<file path="src/rtl/ffha_pkg.sv">
// Package for the first-fit heap allocator: sizes, status codes, and the
// controller/datapath command and status structs. No dependencies.
`timescale 1ns / 1ps
package ffha_pkg;
  localparam int MaxSegments  = 64;
  localparam int HeaderBytes  = 32;
  localparam int ManagerBytes = 40;
  localparam int MinPayload   = 32;
  localparam int AlignBytes   = 8;
  localparam int IdxW = $clog2(MaxSegments);
  localparam int CntW = IdxW + 1;

  localparam logic [1:0] FuncAlloc = 2'd0;
  localparam logic [1:0] FuncFree  = 2'd1;

  localparam logic [2:0] StOk      = 3'd0;
  localparam logic [2:0] StZero    = 3'd1;
  localparam logic [2:0] StNoFit   = 3'd2;
  localparam logic [2:0] StBadAddr = 3'd3;
  localparam logic [2:0] StDouble  = 3'd4;
  localparam logic [2:0] StSmall   = 3'd5;

  typedef enum logic [3:0] {
    OP_NONE, OP_REBUILD, OP_LOAD, OP_READ, OP_SPLIT_SH, OP_SPLIT_FIN, OP_TAKE,
    OP_MARK_FREE, OP_MERGE_NEXT, OP_REM_SH, OP_REM_FIN, OP_MERGE_PREV, OP_STEP
  } dp_op_t;

  typedef struct packed {
    dp_op_t op;
  } dp_cmd_t;

  typedef struct packed {
    logic heap_ok;
    logic func_alloc;
    logic func_free;
    logic zero_req;
    logic scan_done;
    logic hit;
    logic can_split;
    logic is_free;
    logic has_next;
    logic next_free;
    logic has_prev;
    logic prev_free;
    logic split_done;
    logic rem_done;
  } dp_stat_t;
endpackage

</file>
<file path="src/rtl/ffha_ctrl.sv">
// Controller of the heap allocator: sequences scan, split, merge and
// table shifts, and owns the result handshake. Depends on ffha_pkg.
`timescale 1ns / 1ps
module ffha_ctrl (
  input  logic               clk,
  input  logic               rst,
  input  logic               in_fire,
  output logic               in_rdy,
  output logic               out_vld,
  input  logic               out_rdy,
  output logic [2:0]         status,
  output logic               zero_fields,
  output ffha_pkg::dp_cmd_t  cmd,
  input  ffha_pkg::dp_stat_t stat
);
  import ffha_pkg::*;

  typedef enum logic [3:0] {
    S_IDLE, S_CHECK, S_READ, S_EVAL, S_SPLIT, S_SPLIT_FIN, S_TAKE, S_FREE,
    S_NXT, S_REM1, S_PREVRD, S_PREV, S_REM2, S_DONE
  } state_t;

  state_t state;
  logic   rem_after_prev;

  assign in_rdy = state == S_IDLE;

  always_comb begin
    cmd.op = OP_NONE;
    unique case (state)
      S_IDLE:      cmd.op = in_fire ? OP_LOAD : OP_NONE;
      S_READ:      cmd.op = OP_READ;
      S_EVAL:      cmd.op = stat.hit ? OP_REBUILD : OP_STEP;
      S_SPLIT:     cmd.op = stat.split_done ? OP_NONE : OP_SPLIT_SH;
      S_SPLIT_FIN: cmd.op = OP_SPLIT_FIN;
      S_TAKE:      cmd.op = OP_TAKE;
      S_FREE:      cmd.op = OP_MARK_FREE;
      S_NXT:       cmd.op = (stat.has_next && stat.next_free) ? OP_MERGE_NEXT : OP_NONE;
      S_REM1, S_REM2: cmd.op = stat.rem_done ? OP_REM_FIN : OP_REM_SH;
      S_PREVRD:    cmd.op = OP_NONE;
      S_PREV:      cmd.op = (stat.has_prev && stat.prev_free) ? OP_MERGE_PREV : OP_NONE;
      default:     cmd.op = OP_NONE;
    endcase
  end

  always_ff @(posedge clk) begin
    if (rst) begin
      state   <= S_IDLE;
      out_vld <= 1'b0;
      status  <= StOk;
      zero_fields <= 1'b0;
      rem_after_prev <= 1'b0;
    end else begin
      unique case (state)
        S_IDLE: if (in_fire) state <= S_CHECK;
        S_CHECK: begin
          zero_fields <= 1'b0;
          status <= StOk;
          if (!stat.heap_ok) begin
            status <= StSmall; zero_fields <= 1'b1; state <= S_DONE; out_vld <= 1'b1;
          end else if (stat.func_alloc && stat.zero_req) begin
            status <= StZero; state <= S_DONE; out_vld <= 1'b1;
          end else if (stat.func_alloc || stat.func_free) begin
            state <= S_READ;
          end else begin
            state <= S_DONE; out_vld <= 1'b1;
          end
        end
        S_READ: begin
          if (stat.scan_done) begin
            status <= stat.func_alloc ? StNoFit : StBadAddr;
            state <= S_DONE; out_vld <= 1'b1;
          end else state <= S_EVAL;
        end
        S_EVAL: begin
          if (!stat.hit) state <= S_READ;
          else if (stat.func_alloc) state <= stat.can_split ? S_SPLIT : S_TAKE;
          else if (stat.is_free) begin
            status <= StDouble; state <= S_DONE; out_vld <= 1'b1;
          end else state <= S_FREE;
        end
        S_SPLIT: if (stat.split_done) state <= S_SPLIT_FIN;
        S_SPLIT_FIN: state <= S_TAKE;
        S_TAKE: begin state <= S_DONE; out_vld <= 1'b1; end
        S_FREE: state <= S_NXT;
        S_NXT: state <= (stat.has_next && stat.next_free) ? S_REM1 : S_PREVRD;
        S_REM1: if (stat.rem_done) state <= S_PREVRD;
        S_PREVRD: state <= S_PREV;
        S_PREV: begin
          if (stat.has_prev && stat.prev_free) state <= S_REM2;
          else begin state <= S_DONE; out_vld <= 1'b1; end
        end
        S_REM2: if (stat.rem_done) begin state <= S_DONE; out_vld <= 1'b1; end
        S_DONE: if (out_rdy) begin out_vld <= 1'b0; state <= S_IDLE; end
        default: state <= S_IDLE;
      endcase
      rem_after_prev <= state == S_REM2;
    end
  end

`ifndef NO_ASSERTIONS
  a_vld_done: assert property (@(posedge clk) disable iff (rst)
    out_vld |-> state == S_DONE) else $error("result valid outside done");
  a_no_accept_busy: assert property (@(posedge clk) disable iff (rst)
    in_fire |-> state == S_IDLE) else $error("accept while busy");
  a_status_range: assert property (@(posedge clk) disable iff (rst)
    out_vld |-> status <= StSmall) else $error("status out of range");
  a_rem2_done: assert property (@(posedge clk) disable iff (rst)
    rem_after_prev |-> state == S_REM2 || state == S_DONE) else $error("bad merge exit");
`endif
endmodule
</file>
<file path="config.mk">
export PLATFORM = sky130hd
export DESIGN_NAME = ffha_ctrl
export DESIGN_NICKNAME = d
export VERILOG_FILES = /design/src/rtl/ffha_pkg.sv /design/src/rtl/ffha_ctrl.sv
export SDC_FILE = /design/constraint.sdc
export NUM_CORES = 1
export LEC_CHECK = 0
export BUFFER_PORTS_ARGS = -buffer_cell sky130_fd_sc_hd__clkbuf_2
export CORE_MARGIN = 8
export CORE_UTILIZATION = 50
export DETAILED_ROUTE_END_ITERATION = 7
export PLACE_DENSITY = 0.8
export SLEW_MARGIN = 25
export SYNTH_ARGS = -nofsm -noshare
export SYNTH_HDL_FRONTEND = slang
export SYNTH_SLANG_ARGS = --single-unit
</file>
<file path="constraint.sdc">
create_clock -name clk -period 2 [get_ports clk]
set_input_delay 0.3 -clock clk [delete_from_list [all_inputs] [get_ports clk]]
set_output_delay 0.3 -clock clk [all_outputs]
set_load 0.03 [all_outputs]
</file>
==> results.cfg <==
[final_layout]
diodes = 0
finalNetCount = 182
postLayoutCoreUtil_pct = 65.4
syn_to_final_growth_pct = 22.4
fillers = 183
layout-drive-gt1-share_pct = 30.1

[clock_tree]
cts_tree = yes
cts_root_buf = clkbuf_4
cts_sinks = 9
cts_htree_levels = 1
clk_pin_slew_ns = 0.08
cts-hold-fix-buffers = 0
cts.path.max_buffers = 2
post-cts-setup-buffer-count = 0
cts_buffers = 3
post_cts_resized = 2
insertion_delay_ns = 0.28

[power_and_ir_drop]
power_leakage_uw = 0.000453
peakVddDrop_mv = 0.606
p_per_area_mw_per_mm2 = 1450

[synthesis]
synth-edff-count = 0
seq_area_frac_synth_pct = 19.3
synthArstFlopShare_pct = 0
yosysWarnings = 0
syn_avg_cell_area_um2 = 6.97
synth_flop_cell = dfxtp_1
ys_seq_elements = 9
syn-num-nets = 152
synth.distinct_cells = 43
synth.cell_area_um2 = 933
synth_cells = 134

[placement]
place_congestion = 0.915
portBuffers = 27
hpwl_um = 2200

[die]
core_mm2 = 0.00175
start_util_pct = 53.5
die_y_um = 59.2
rows = 15
ios = 28
dieArea_mm2 = 0.00351
die_x_um = 59.2

[timing]
relSlewSlack_pct = 73.0
worst_pin_slew_ns = 0.401
final.period_utilization_pct = 94.5
hold_viol = 0
rsz0062_at_grt = no
maxClockFrequency_mhz = 529
period_minus_slack_ns = 1.89
setup_viol = 0
fin_tns_setup_ns = 0
skew_ns = 0.0134
slew_viol_final = 0

[detailed_routing]
dr_total_vias = 1134
finalWirelength_um = 2890
drc_errors = 0
via_per_inst = 6.03
initialDrtViolationCount = 46
avgRoutedWirePerCell_um = 15.4
ant_nets = 0
dr.pass1.iters = 4

[critical_path]
r2r-end = state[0]$_SDFFE_PP0P_
crit_start = state[3]$_SDFFE_PP0P_
crit_path_start_kind = register
r2r_cells = 6
crit_end = cmd[1]
timing.rr.start = state[3]$_SDFFE_PP0P_
criticalPathCategory = register to primary output
arrival_ns = 1.59
r2r_setup_slack_ns = 0.25
end_kind = primary output
worst_ep_required_time_ns = 1.70
path_max_fanout = 9

[flow_run]
max_cap_violations = 0

[grt]
overflow = 0
grt_max_degree = 19
antenna_found_initial = 0
track_usage_pct = 16.7
grt_pass1_wl_um = 4610
grt_pass1_vias = 1031

[worst_hold_path]
hold_path.class = input port to register

[run_status]
outcome = completed
-- worst max-delay path, cell delays in order, from the launching register on --
cell	delay, ns
dfxtp_1	0.50
nand2_1	0.17
nor2_1	0.18
a22oi_1	0.08
o21ai_0	0.15
clkbuf_2	0.23
-- placed cells by master, fill, tap and decap left out, types with 3 or more instances in the layout --
| cell type | count |
|---|---|
| nor2b_1 | 6 |
| nor3_1 | 6 |
| dfxtp_1 | 6 |
| buf_4 | 8 |
| o21ai_0 | 8 |
| clkbuf_2 | 26 |
| nand2b_1 | 11 |
| a21oi_1 | 14 |
| nor2_1 | 12 |
| clkbuf_4 | 3 |
| a31oi_1 | 3 |
| o21ai_1 | 3 |
| nand2_1 | 12 |
| a211oi_1 | 3 |
-- cell families (layout without fill, tap and decap cells) --
family | after synthesis | count (layout) | share of synthesized area, %
XOR/XNOR | 1 | 1 | 0.939
flip-flops | 9 | 9 | 19.3
buffers and inverters | 11 | 40 | 6.30
AND/OR/NAND/NOR | 62 | 62 | 36.3
AO/OA/AOI/OAI | 50 | 50 | 36.1
multiplexers | 1 | 1 | 1.07
-- worst min path at each step --
| stage | startpoint | to | slack, ns | depth (start not counted) |
|---|---|---|---|---|
| 3_5_place_dp | status[2]$_SDFFE_PP0P_ | status[2]$_SDFFE_PP0P_ | 0.47 | 2 |
| 4_1_cts | stat[13] | zero_fields$_SDFFE_PP0N_ | 0.25 | 2 |
| 2_1_floorplan | stat[13] | zero_fields$_SDFFE_PP0N_ | 0.40 | 1 |
| 5_1_grt | stat[13] | zero_fields$_SDFFE_PP0N_ | 0.25 | 2 |
| 6_report | stat[13] | zero_fields$_SDFFE_PP0N_ | 0.25 | 2 |
| 3_3_place_gp | status[2]$_SDFFE_PP0P_ | status[2]$_SDFFE_PP0P_ | 0.45 | 2 |
-- cell type report --
class	instances	area [um2]	area share [%]
multi-input combinational	114	699	61.2
timing repair buffer	35	195	17.1
sequential	9	186	16.3
tap	25	31.3	2.74
clock buffer	4	26.3	2.30
inverter	1	3.75	0.329
-- report_power, final --
group	internal, uW	total (uW)	switching, uW
Sequential	256	382	126
Combinational	445	1120	672
Clock	77.4	157	79.1
Total	779	1660	877
-- routing by layer --
metal / GRT usage [%] / part of all wire [%] / up-vias
li1: - / - / 555
met1: 20.4 / 42 / 522
met2: 27.0 / 48 / 50
met3: 5.21 / 8.6 / 7
met4: 4.78 / 1.1 / 0
met5: 0 / 0 / -
-- cell usage after synthesis, types with 2 or more instances --
master,instances,area [um2]
nor3b_1,2,15.0
nor2b_1,8,50.1
a311oi_1,2,17.5
o21ai_0,8,40.0
nand2_1,12,45.0
nor4_1,2,12.5
nor3_1,6,30.0
a211oi_1,3,22.5
a22oi_1,2,15.0
o31ai_1,2,15.0
a31oi_1,3,18.8
nor2_1,12,45.0
a21oi_1,14,70.1
nand2b_1,11,68.8
dfxtp_1,9,180
nand4b_1,2,17.5
clkbuf_1,2,7.51
a21o_1,2,15.0
o21ai_1,3,15.0
a21boi_0,2,15.0
buf_2,5,25.0
-- stage by stage --
stage	cells	area [um2]	power, uW	setup slack [ns]	hold slack [ns]
after floorplan	134	933	1180	0.0262	0.396
after global placement	184	1100	1440	0.236	0.447
after detailed placement	184	1100	1460	0.203	0.469
after CTS	188	1130	1630	0.0361	0.250
after global routing	188	1140	1780	0.0150	0.248
final	188	1140	1660	0.110	0.253
-- flip-flops by register name, indices dropped and copies added (netlist names) --
signal,cells
state,4
out_vld,1
status,3
zero_fields,1
Note: power is estimated with default switching activity, not from simulation.
